===== src/rtl/bmis_pkg.sv =====
package bmis_pkg;

    localparam int COORD_BITS     = 14;
    localparam int SIZE_BITS      = 15;
    localparam int INDEX_BITS     = 2 * COORD_BITS;
    localparam int REM_BITS       = SIZE_BITS + 1;
    localparam int CMP_BITS       = SIZE_BITS + 2;
    localparam int CFG_INDEX_BITS = 3;
    localparam int CFG_DATA_BITS  = 16;
    // input register, one remainder stage per coordinate bit, mirror, multiply, add
    localparam int LATENCY        = COORD_BITS + 4;

    localparam logic [CFG_INDEX_BITS-1:0] REG_SEL_X       = 3'd0;
    localparam logic [CFG_INDEX_BITS-1:0] REG_SEL_Y       = 3'd1;
    localparam logic [CFG_INDEX_BITS-1:0] REG_SEL_W       = 3'd2;
    localparam logic [CFG_INDEX_BITS-1:0] REG_SEL_H       = 3'd3;
    localparam logic [CFG_INDEX_BITS-1:0] REG_BLOCK_W     = 3'd4;
    localparam logic [CFG_INDEX_BITS-1:0] REG_BLOCK_H     = 3'd5;
    localparam logic [CFG_INDEX_BITS-1:0] REG_IMAGE_WIDTH = 3'd6;

    typedef struct packed {
        logic [COORD_BITS-1:0] pos_x;
        logic [COORD_BITS-1:0] pos_y;
        logic [7:0]            red_in;
        logic [7:0]            green_in;
        logic [7:0]            blue_in;
    } bmis_pixel_t;

    typedef struct packed {
        logic [COORD_BITS-1:0] dest_x;
        logic [COORD_BITS-1:0] dest_y;
        logic [INDEX_BITS-1:0] dest_index;
        logic [7:0]            red_out;
        logic [7:0]            green_out;
        logic [7:0]            blue_out;
        logic                  moved;
    } bmis_result_t;

    // One slot of the remainder pipeline
    typedef struct packed {
        logic [COORD_BITS-1:0] pos_x;
        logic [COORD_BITS-1:0] pos_y;
        logic [COORD_BITS-1:0] off_x;
        logic [COORD_BITS-1:0] off_y;
        logic                  ge_x;
        logic                  ge_y;
        logic [REM_BITS-1:0]   rem_x;
        logic [REM_BITS-1:0]   rem_y;
        logic [7:0]            red;
        logic [7:0]            green;
        logic [7:0]            blue;
    } bmis_div_t;

    // One restoring step: shift in the next dividend bit, subtract if it fits
    function automatic logic [REM_BITS-1:0] rem_step(
        input logic [REM_BITS-1:0]  rem,
        input logic                 din,
        input logic [SIZE_BITS-1:0] divisor
    );
        logic [REM_BITS-1:0] trial;
        logic [REM_BITS-1:0] dvs;
        trial = {rem[REM_BITS-2:0], din};
        dvs   = {1'b0, divisor};
        return (trial >= dvs) ? (trial - dvs) : trial;
    endfunction

endpackage


===== src/rtl/block_mirror_invert_scramble.sv =====
// Block mirror/invert pixel scrambler. One pixel is taken on every clock while
// busy is low (busy is high only during reset and the first cycle after it);
// its result comes out as a one-cycle done strobe, in input order. The
// receiver cannot stall, so nothing is ever held back. The pipeline is the
// input register, then the remainder pipeline, which resolves one bit of
// (pos - sel) mod block per stage over 14 stages, then the mirror stage,
// the row multiply and the index add. Configuration writes
// are always accepted (cfg_ready is tied high) and take effect on the next
// clock; write them only while no pixel is in flight. A block size of 0 acts
// as 1; indexes beyond the register list are ignored.
module block_mirror_invert_scramble
    import bmis_pkg::*;
(
    input  logic                      clk,
    input  logic                      rst_n,
    input  logic                      start,
    output logic                      busy,
    input  bmis_pixel_t               pixel,
    output logic                      done,
    output bmis_result_t              result,
    input  logic                      cfg_valid,
    output logic                      cfg_ready,
    input  logic [CFG_INDEX_BITS-1:0] cfg_index,
    input  logic [CFG_DATA_BITS-1:0]  cfg_data
);

    // ------------------------------------------------------------------
    // Configuration registers
    // ------------------------------------------------------------------
    logic [COORD_BITS-1:0] sel_x_reg;
    logic [COORD_BITS-1:0] sel_y_reg;
    logic [SIZE_BITS-1:0]  sel_w_reg;
    logic [SIZE_BITS-1:0]  sel_h_reg;
    logic [SIZE_BITS-1:0]  blk_w_reg;   // hold the effective size: zero reads as one
    logic [SIZE_BITS-1:0]  blk_h_reg;
    logic [SIZE_BITS-1:0]  image_width_reg;
    logic [SIZE_BITS-1:0]  cfg_size;
    logic [SIZE_BITS-1:0]  cfg_blk;
    logic                  busy_reg;

    assign cfg_ready = 1'b1;
    assign busy      = busy_reg;
    assign cfg_size  = cfg_data[SIZE_BITS-1:0];
    assign cfg_blk   = (cfg_size == '0) ? SIZE_BITS'(1) : cfg_size;

    always_ff @(posedge clk or negedge rst_n)
    begin
        if (!rst_n)
        begin
            sel_x_reg       <= '0;
            sel_y_reg       <= '0;
            sel_w_reg       <= '0;
            sel_h_reg       <= '0;
            blk_w_reg       <= SIZE_BITS'(8);
            blk_h_reg       <= SIZE_BITS'(8);
            image_width_reg <= SIZE_BITS'(1);
        end
        else if (cfg_valid && cfg_ready)
        begin
            case (cfg_index)
                REG_SEL_X:       sel_x_reg       <= cfg_data[COORD_BITS-1:0];
                REG_SEL_Y:       sel_y_reg       <= cfg_data[COORD_BITS-1:0];
                REG_SEL_W:       sel_w_reg       <= cfg_size;
                REG_SEL_H:       sel_h_reg       <= cfg_size;
                REG_BLOCK_W:     blk_w_reg       <= cfg_blk;
                REG_BLOCK_H:     blk_h_reg       <= cfg_blk;
                REG_IMAGE_WIDTH: image_width_reg <= cfg_size;
                default:         ;  // drop writes past the register list
            endcase
        end
    end

    // Hold busy through reset and release it on the first clock after reset
    always_ff @(posedge clk or negedge rst_n)
    begin
        if (!rst_n)
            busy_reg <= 1'b1;
        else
            busy_reg <= 1'b0;
    end

    // ------------------------------------------------------------------
    // Input stage and remainder pipeline
    // Stage 0 registers the offset from the selection corner; stage k+1
    // advances both remainders by one dividend bit, MSB first.
    // ------------------------------------------------------------------
    logic [COORD_BITS:0] div_vld_reg;
    logic [COORD_BITS:0] div_vld_next;
    bmis_div_t           div_reg  [COORD_BITS+1];
    bmis_div_t           div_next [COORD_BITS+1];

    assign div_vld_next = {div_vld_reg[COORD_BITS-1:0], start & ~busy};

    always_comb
    begin
        div_next[0].pos_x = pixel.pos_x;
        div_next[0].pos_y = pixel.pos_y;
        div_next[0].ge_x  = (pixel.pos_x >= sel_x_reg);
        div_next[0].ge_y  = (pixel.pos_y >= sel_y_reg);
        div_next[0].off_x = pixel.pos_x - sel_x_reg;
        div_next[0].off_y = pixel.pos_y - sel_y_reg;
        div_next[0].rem_x = '0;
        div_next[0].rem_y = '0;
        div_next[0].red   = pixel.red_in;
        div_next[0].green = pixel.green_in;
        div_next[0].blue  = pixel.blue_in;
        for (int k = 0; k < COORD_BITS; k++)
        begin
            div_next[k+1]       = div_reg[k];
            div_next[k+1].rem_x = rem_step(div_reg[k].rem_x,
                                           div_reg[k].off_x[COORD_BITS-1-k], blk_w_reg);
            div_next[k+1].rem_y = rem_step(div_reg[k].rem_y,
                                           div_reg[k].off_y[COORD_BITS-1-k], blk_h_reg);
        end
    end

    always_ff @(posedge clk or negedge rst_n)
    begin
        if (!rst_n)
            div_vld_reg <= '0;
        else
            div_vld_reg <= div_vld_next;
    end

    always_ff @(posedge clk)
    begin
        for (int k = 0; k <= COORD_BITS; k++)
            div_reg[k] <= div_next[k];
    end

    // ------------------------------------------------------------------
    // Mirror stage
    // With r = off mod blk the mirrored coordinate is pos + blk - 1 - 2r,
    // and the pixel lies in a whole block when pos >= sel and off - r + blk <= span.
    // ------------------------------------------------------------------
    bmis_div_t             dl;
    logic [CMP_BITS-1:0]   end_x;
    logic [CMP_BITS-1:0]   end_y;
    logic                  in_x;
    logic                  in_y;
    logic [COORD_BITS-1:0] mir_x;
    logic [COORD_BITS-1:0] mir_y;
    logic                  mir_vld_reg;
    bmis_result_t          mir_reg;
    bmis_result_t          mir_next;

    assign dl    = div_reg[COORD_BITS];
    assign end_x = CMP_BITS'(dl.off_x) - CMP_BITS'(dl.rem_x) + CMP_BITS'(blk_w_reg);
    assign end_y = CMP_BITS'(dl.off_y) - CMP_BITS'(dl.rem_y) + CMP_BITS'(blk_h_reg);
    assign in_x  = dl.ge_x && (end_x <= CMP_BITS'(sel_w_reg));
    assign in_y  = dl.ge_y && (end_y <= CMP_BITS'(sel_h_reg));
    assign mir_x = dl.pos_x + COORD_BITS'(blk_w_reg - SIZE_BITS'(1))
                   - COORD_BITS'({dl.rem_x, 1'b0});
    assign mir_y = dl.pos_y + COORD_BITS'(blk_h_reg - SIZE_BITS'(1))
                   - COORD_BITS'({dl.rem_y, 1'b0});

    always_comb
    begin
        mir_next.moved      = in_x && in_y;
        mir_next.dest_x     = mir_next.moved ? mir_x : dl.pos_x;
        mir_next.dest_y     = mir_next.moved ? mir_y : dl.pos_y;
        mir_next.dest_index = '0;
        mir_next.red_out    = dl.red   ^ {8{mir_next.moved}};
        mir_next.green_out  = dl.green ^ {8{mir_next.moved}};
        mir_next.blue_out   = dl.blue  ^ {8{mir_next.moved}};
    end

    // ------------------------------------------------------------------
    // Row multiply, then index add into the output register
    // ------------------------------------------------------------------
    logic [COORD_BITS+SIZE_BITS-1:0] prod_full;
    logic                            prod_vld_reg;
    logic [INDEX_BITS-1:0]           prod_reg;
    bmis_result_t                    prod_data_reg;
    logic                            out_vld_reg;
    bmis_result_t                    out_reg;
    bmis_result_t                    out_next;

    assign prod_full = {{SIZE_BITS{1'b0}}, mir_reg.dest_y}
                     * {{COORD_BITS{1'b0}}, image_width_reg};

    always_comb
    begin
        out_next            = prod_data_reg;
        out_next.dest_index = prod_reg + INDEX_BITS'(prod_data_reg.dest_x);
    end

    always_ff @(posedge clk or negedge rst_n)
    begin
        if (!rst_n)
        begin
            mir_vld_reg  <= 1'b0;
            prod_vld_reg <= 1'b0;
            out_vld_reg  <= 1'b0;
        end
        else
        begin
            mir_vld_reg  <= div_vld_reg[COORD_BITS];
            prod_vld_reg <= mir_vld_reg;
            out_vld_reg  <= prod_vld_reg;
        end
    end

    always_ff @(posedge clk)
    begin
        mir_reg       <= mir_next;
        prod_reg      <= prod_full[INDEX_BITS-1:0];
        prod_data_reg <= mir_reg;
        out_reg       <= out_next;
    end

    assign done   = out_vld_reg;
    assign result = out_reg;

endmodule


===== config.mk =====
export PLATFORM = sky130hd
export DESIGN_NAME = block_mirror_invert_scramble
export DESIGN_NICKNAME = d
export VERILOG_FILES = /design/src/rtl/bmis_pkg.sv /design/src/rtl/block_mirror_invert_scramble.sv
export SDC_FILE = /design/constraint.sdc
export NUM_CORES = 2
export LEC_CHECK = 0
export BUFFER_PORTS_ARGS = -buffer_cell sky130_fd_sc_hd__buf_2
export CORE_UTILIZATION = 50
export DETAILED_ROUTE_END_ITERATION = 8
export PLACE_DENSITY_LB_ADDON = 0.15
export RECOVER_POWER = 100
export SYNTH_ARGS = -nofsm -noshare
export SYNTH_HDL_FRONTEND = slang
export SYNTH_SLANG_ARGS = --single-unit

===== constraint.sdc =====
create_clock -name clk -period 5.7 [get_ports clk]
set_input_delay 1.14 -clock clk [delete_from_list [all_inputs] [get_ports clk]]
set_output_delay 1.14 -clock clk [all_outputs]
set_load 0.005 [all_outputs]

==> flow_summary.toml <==
[setup_path]
crit_top_cell = "fa_1"
crit_type = "flip-flop to flip-flop"
endpoint = "prod_reg[26]"
cp_cell_sequence = "buf_6, buf_6, and2_4, fa_1, inv_1, fa_1, inv_1, fa_1, fa_2, fa_1, inv_1, fa_1, inv_2, ha_4, a21oi_4, o22ai_2, a311oi_2, a311oi_2, o21bai_2, a21boi_2, o41a_1, a211oi_2, xnor2_1"
reg2reg_slack_ps = -200
critPathSlowestCell = "fa_1"
end_kind = "flip-flop"
critPathLaunchType = "flip-flop"
crit_path_max_fanout = 3
critPathArrivalTime_ps = 6580
cp-startpoint = "image_width_reg[7]"
crit_required_ps = 6390
rr_startpoint = "image_width_reg[7]"
r2r_end = "prod_reg[26]"
r2r_cells = 23
critPathMaxStageDelay_ps = 520

[layout]
regArea_um2 = 40400
nFillCells = 13172
final_cell_count_no_fill = 9622
drive_above_1_share_pct = 11.9
largest_reg_flops = 1652
final_common_cell = "dfxtp_1"
multi_input_area_um2 = 34900
nNetsFinal = 8343
final_cell_mix = "dfxtp_1, ha_1, inv_1, nand2_1, o21ai_0"
final_core_util_pct = 57.5
synthToLayoutAreaGrowth_pct = 14.2

[logic_synthesis]
synth_top_area_share_pct = 48.1
synth.distinct_cells = 78
syn_nets = 7948
netlist.top_cell.by_area = "dfxtp_1"
syn_inst = 7021
syn_area_um2 = 77700
ys.flop_type = "dfxtp_1"
ys_seq_elements = 1989
synth_area_per_cell_um2 = 11.1
synthArstFlopShare_pct = 6.13
yosysWarningCount = 0
synth_edf_count = 0
yosysSeqAreaShare_pct = 52.0
synth_area_leaders = "dfxtp_1, ha_1, fa_1, dfrtp_1, mux2_2"

[sta]
maxSlewHeadroom_pct = -181
rsz0062_at_grt = "true"
drv_slew = 114
finalSetupTns_ps = -378
max_freq_mhz = 170
worst_pin_slew_ps = 4220
finalSetupViolCount = 5
clock_skew_ps = 97.8
hold_violations = 0
finalCritPeriodShare_pct = 103
fin_crit_ps = 5900
finalWorstSetupSlack_ps = -195

[floorplan]
coreArea_um2 = 154000
dieArea_um2 = 157000
num_io_pins = 159
start_util_pct = 50.4
fp.dieH_um = 396
chipWidth_um = 396
num_rows = 144

[run]
maxCapViolCount = 3

[clock_tree]
holdBufCountCts = 0
cts_tree = "done"
cts_made_buffers = 193
clkTransAtPathRegs_ps = 60
clockBufferDepth = 3
clkSinkCount = 1989
clock_latency_ps = 850
root_buffer = "clkbuf_16"
cts.htree.levels = 4

[placed_design]
place_ws_ps = -327
portBuffers = 156
dp.cells = 9248
gp_congestion = 0.891
dp_hpwl_mm = 125

[route]
routed_wl_mm = 174
vias = 49822
first_pass_iters = 9
detail_route.drc_violations = 24
ant_nets = 0
first_iter_violations = 2509
wire_per_inst_um = 18.1
vias_per_cell = 5.18

[global_routing]
grt_max_degree = 81
grt_pass1_vias = 49099
overflow = 0
antenna_found_initial = 13
grtUsageTotal_pct = 22.0
grt_pass1_wl_mm = 270

[outcome]
outcome = "finished with violations"
violations = "design-rule violations, max-capacitance violations, max-slew violations, negative setup slack"

[hold_path]
hold_class = "flip-flop to flip-flop"
stage by stage:
| stage | hold WS [ps] | area [um2] |
|---|---|---|
| final | 274 | 88700 |
| after global placement | 310 | 81700 |
| after detailed placement | 312 | 81700 |
| after global routing | 269 | 88700 |
| after floorplan | 310 | 77800 |
| after CTS | 259 | 88700 |
worst max-delay path, delay by kind of cell (launching register included):
family | cells | cell delay, ps
simple gates | 1 | 120
flops | 1 | 400
compound gates | 8 | 1630
fa+ha+maj | 7 | 3110
xor+xnor | 1 | 140
buf+inv | 6 | 420
worst min path at each step:
| stage | from | endpoint | slack, ps | cells past startpoint |
|---|---|---|---|---|
| 3_3_place_gp | div_reg[0][325] | div_reg[0][439] | 310 | 0 |
| 4_1_cts | div_reg[0][419] | div_reg[0][533] | 260 | 0 |
| 2_1_floorplan | div_reg[0][0] | div_reg[0][114] | 310 | 0 |
| 5_1_grt | div_reg[0][419] | div_reg[0][533] | 270 | 0 |
| 6_report | div_reg[0][419] | div_reg[0][533] | 270 | 0 |
| 3_5_place_dp | div_reg[0][9] | div_reg[0][123] | 310 | 0 |
cells by family (layout without fill, tap and decap cells):
group	Yosys count	count (layout)	share of synthesized area [%]
compound gates	1190	1190	9.76
xor+xnor	406	406	4.58
fa+ha+maj	852	852	16.0
buf+inv	720	1273	3.57
flops	1989	1989	52.0
mux	301	301	4.30
other cells	2	4	0.00966
simple gates	1561	1563	9.77
what timing repair did:
item	in CTS	in global routing
gates resized for setup	35	48
gates cloned	0	2
pin swaps	16	23
endpoints found under the setup margin	6	60
setup buffers	10	9
synthesized netlist by cell type (63+ instances only):
| cell | n |
|---|---|
| fa_1 | 235 |
| and2_1 | 124 |
| nor2_1 | 325 |
| nor3_1 | 123 |
| inv_1 | 613 |
| mux2_2 | 239 |
| nand3_1 | 75 |
| nand2b_1 | 63 |
| nand4_1 | 90 |
| xnor2_1 | 285 |
| clkbuf_1 | 71 |
| dfxtp_1 | 1867 |
| a21oi_1 | 290 |
| nand2_1 | 460 |
| a21o_1 | 113 |
| dfrtp_1 | 118 |
| ha_1 | 617 |
| o21ai_0 | 366 |
| or3_1 | 65 |
| nor2b_1 | 114 |
| xor2_1 | 121 |
layout make-up:
type / count / share of cell area (%)
diodes: 2 / 0.00564
clock buffers: 256 / 6.10
clock inverters: 99 / 1.58
inverters: 613 / 2.59
multi-input cells: 4314 / 39.3
flip-flops and latches: 1989 / 45.6
well taps: 2044 / 2.88
repair buffers: 305 / 1.99
metal layers:
| metal | up-vias | wire length [um] | track usage (%) |
|---|---|---|---|
| met5 | - | 73 | 0 |
| met4 | 12 | 4780 | 6.31 |
| met3 | 294 | 9870 | 4.01 |
| met2 | 1128 | 80600 | 36.6 |
| met1 | 23720 | 78900 | 29.2 |
| li1 | 24668 | - | - |
Power is not shown: default switching activity piles up to over one toggle a cycle in this logic, so the estimate is an artifact.
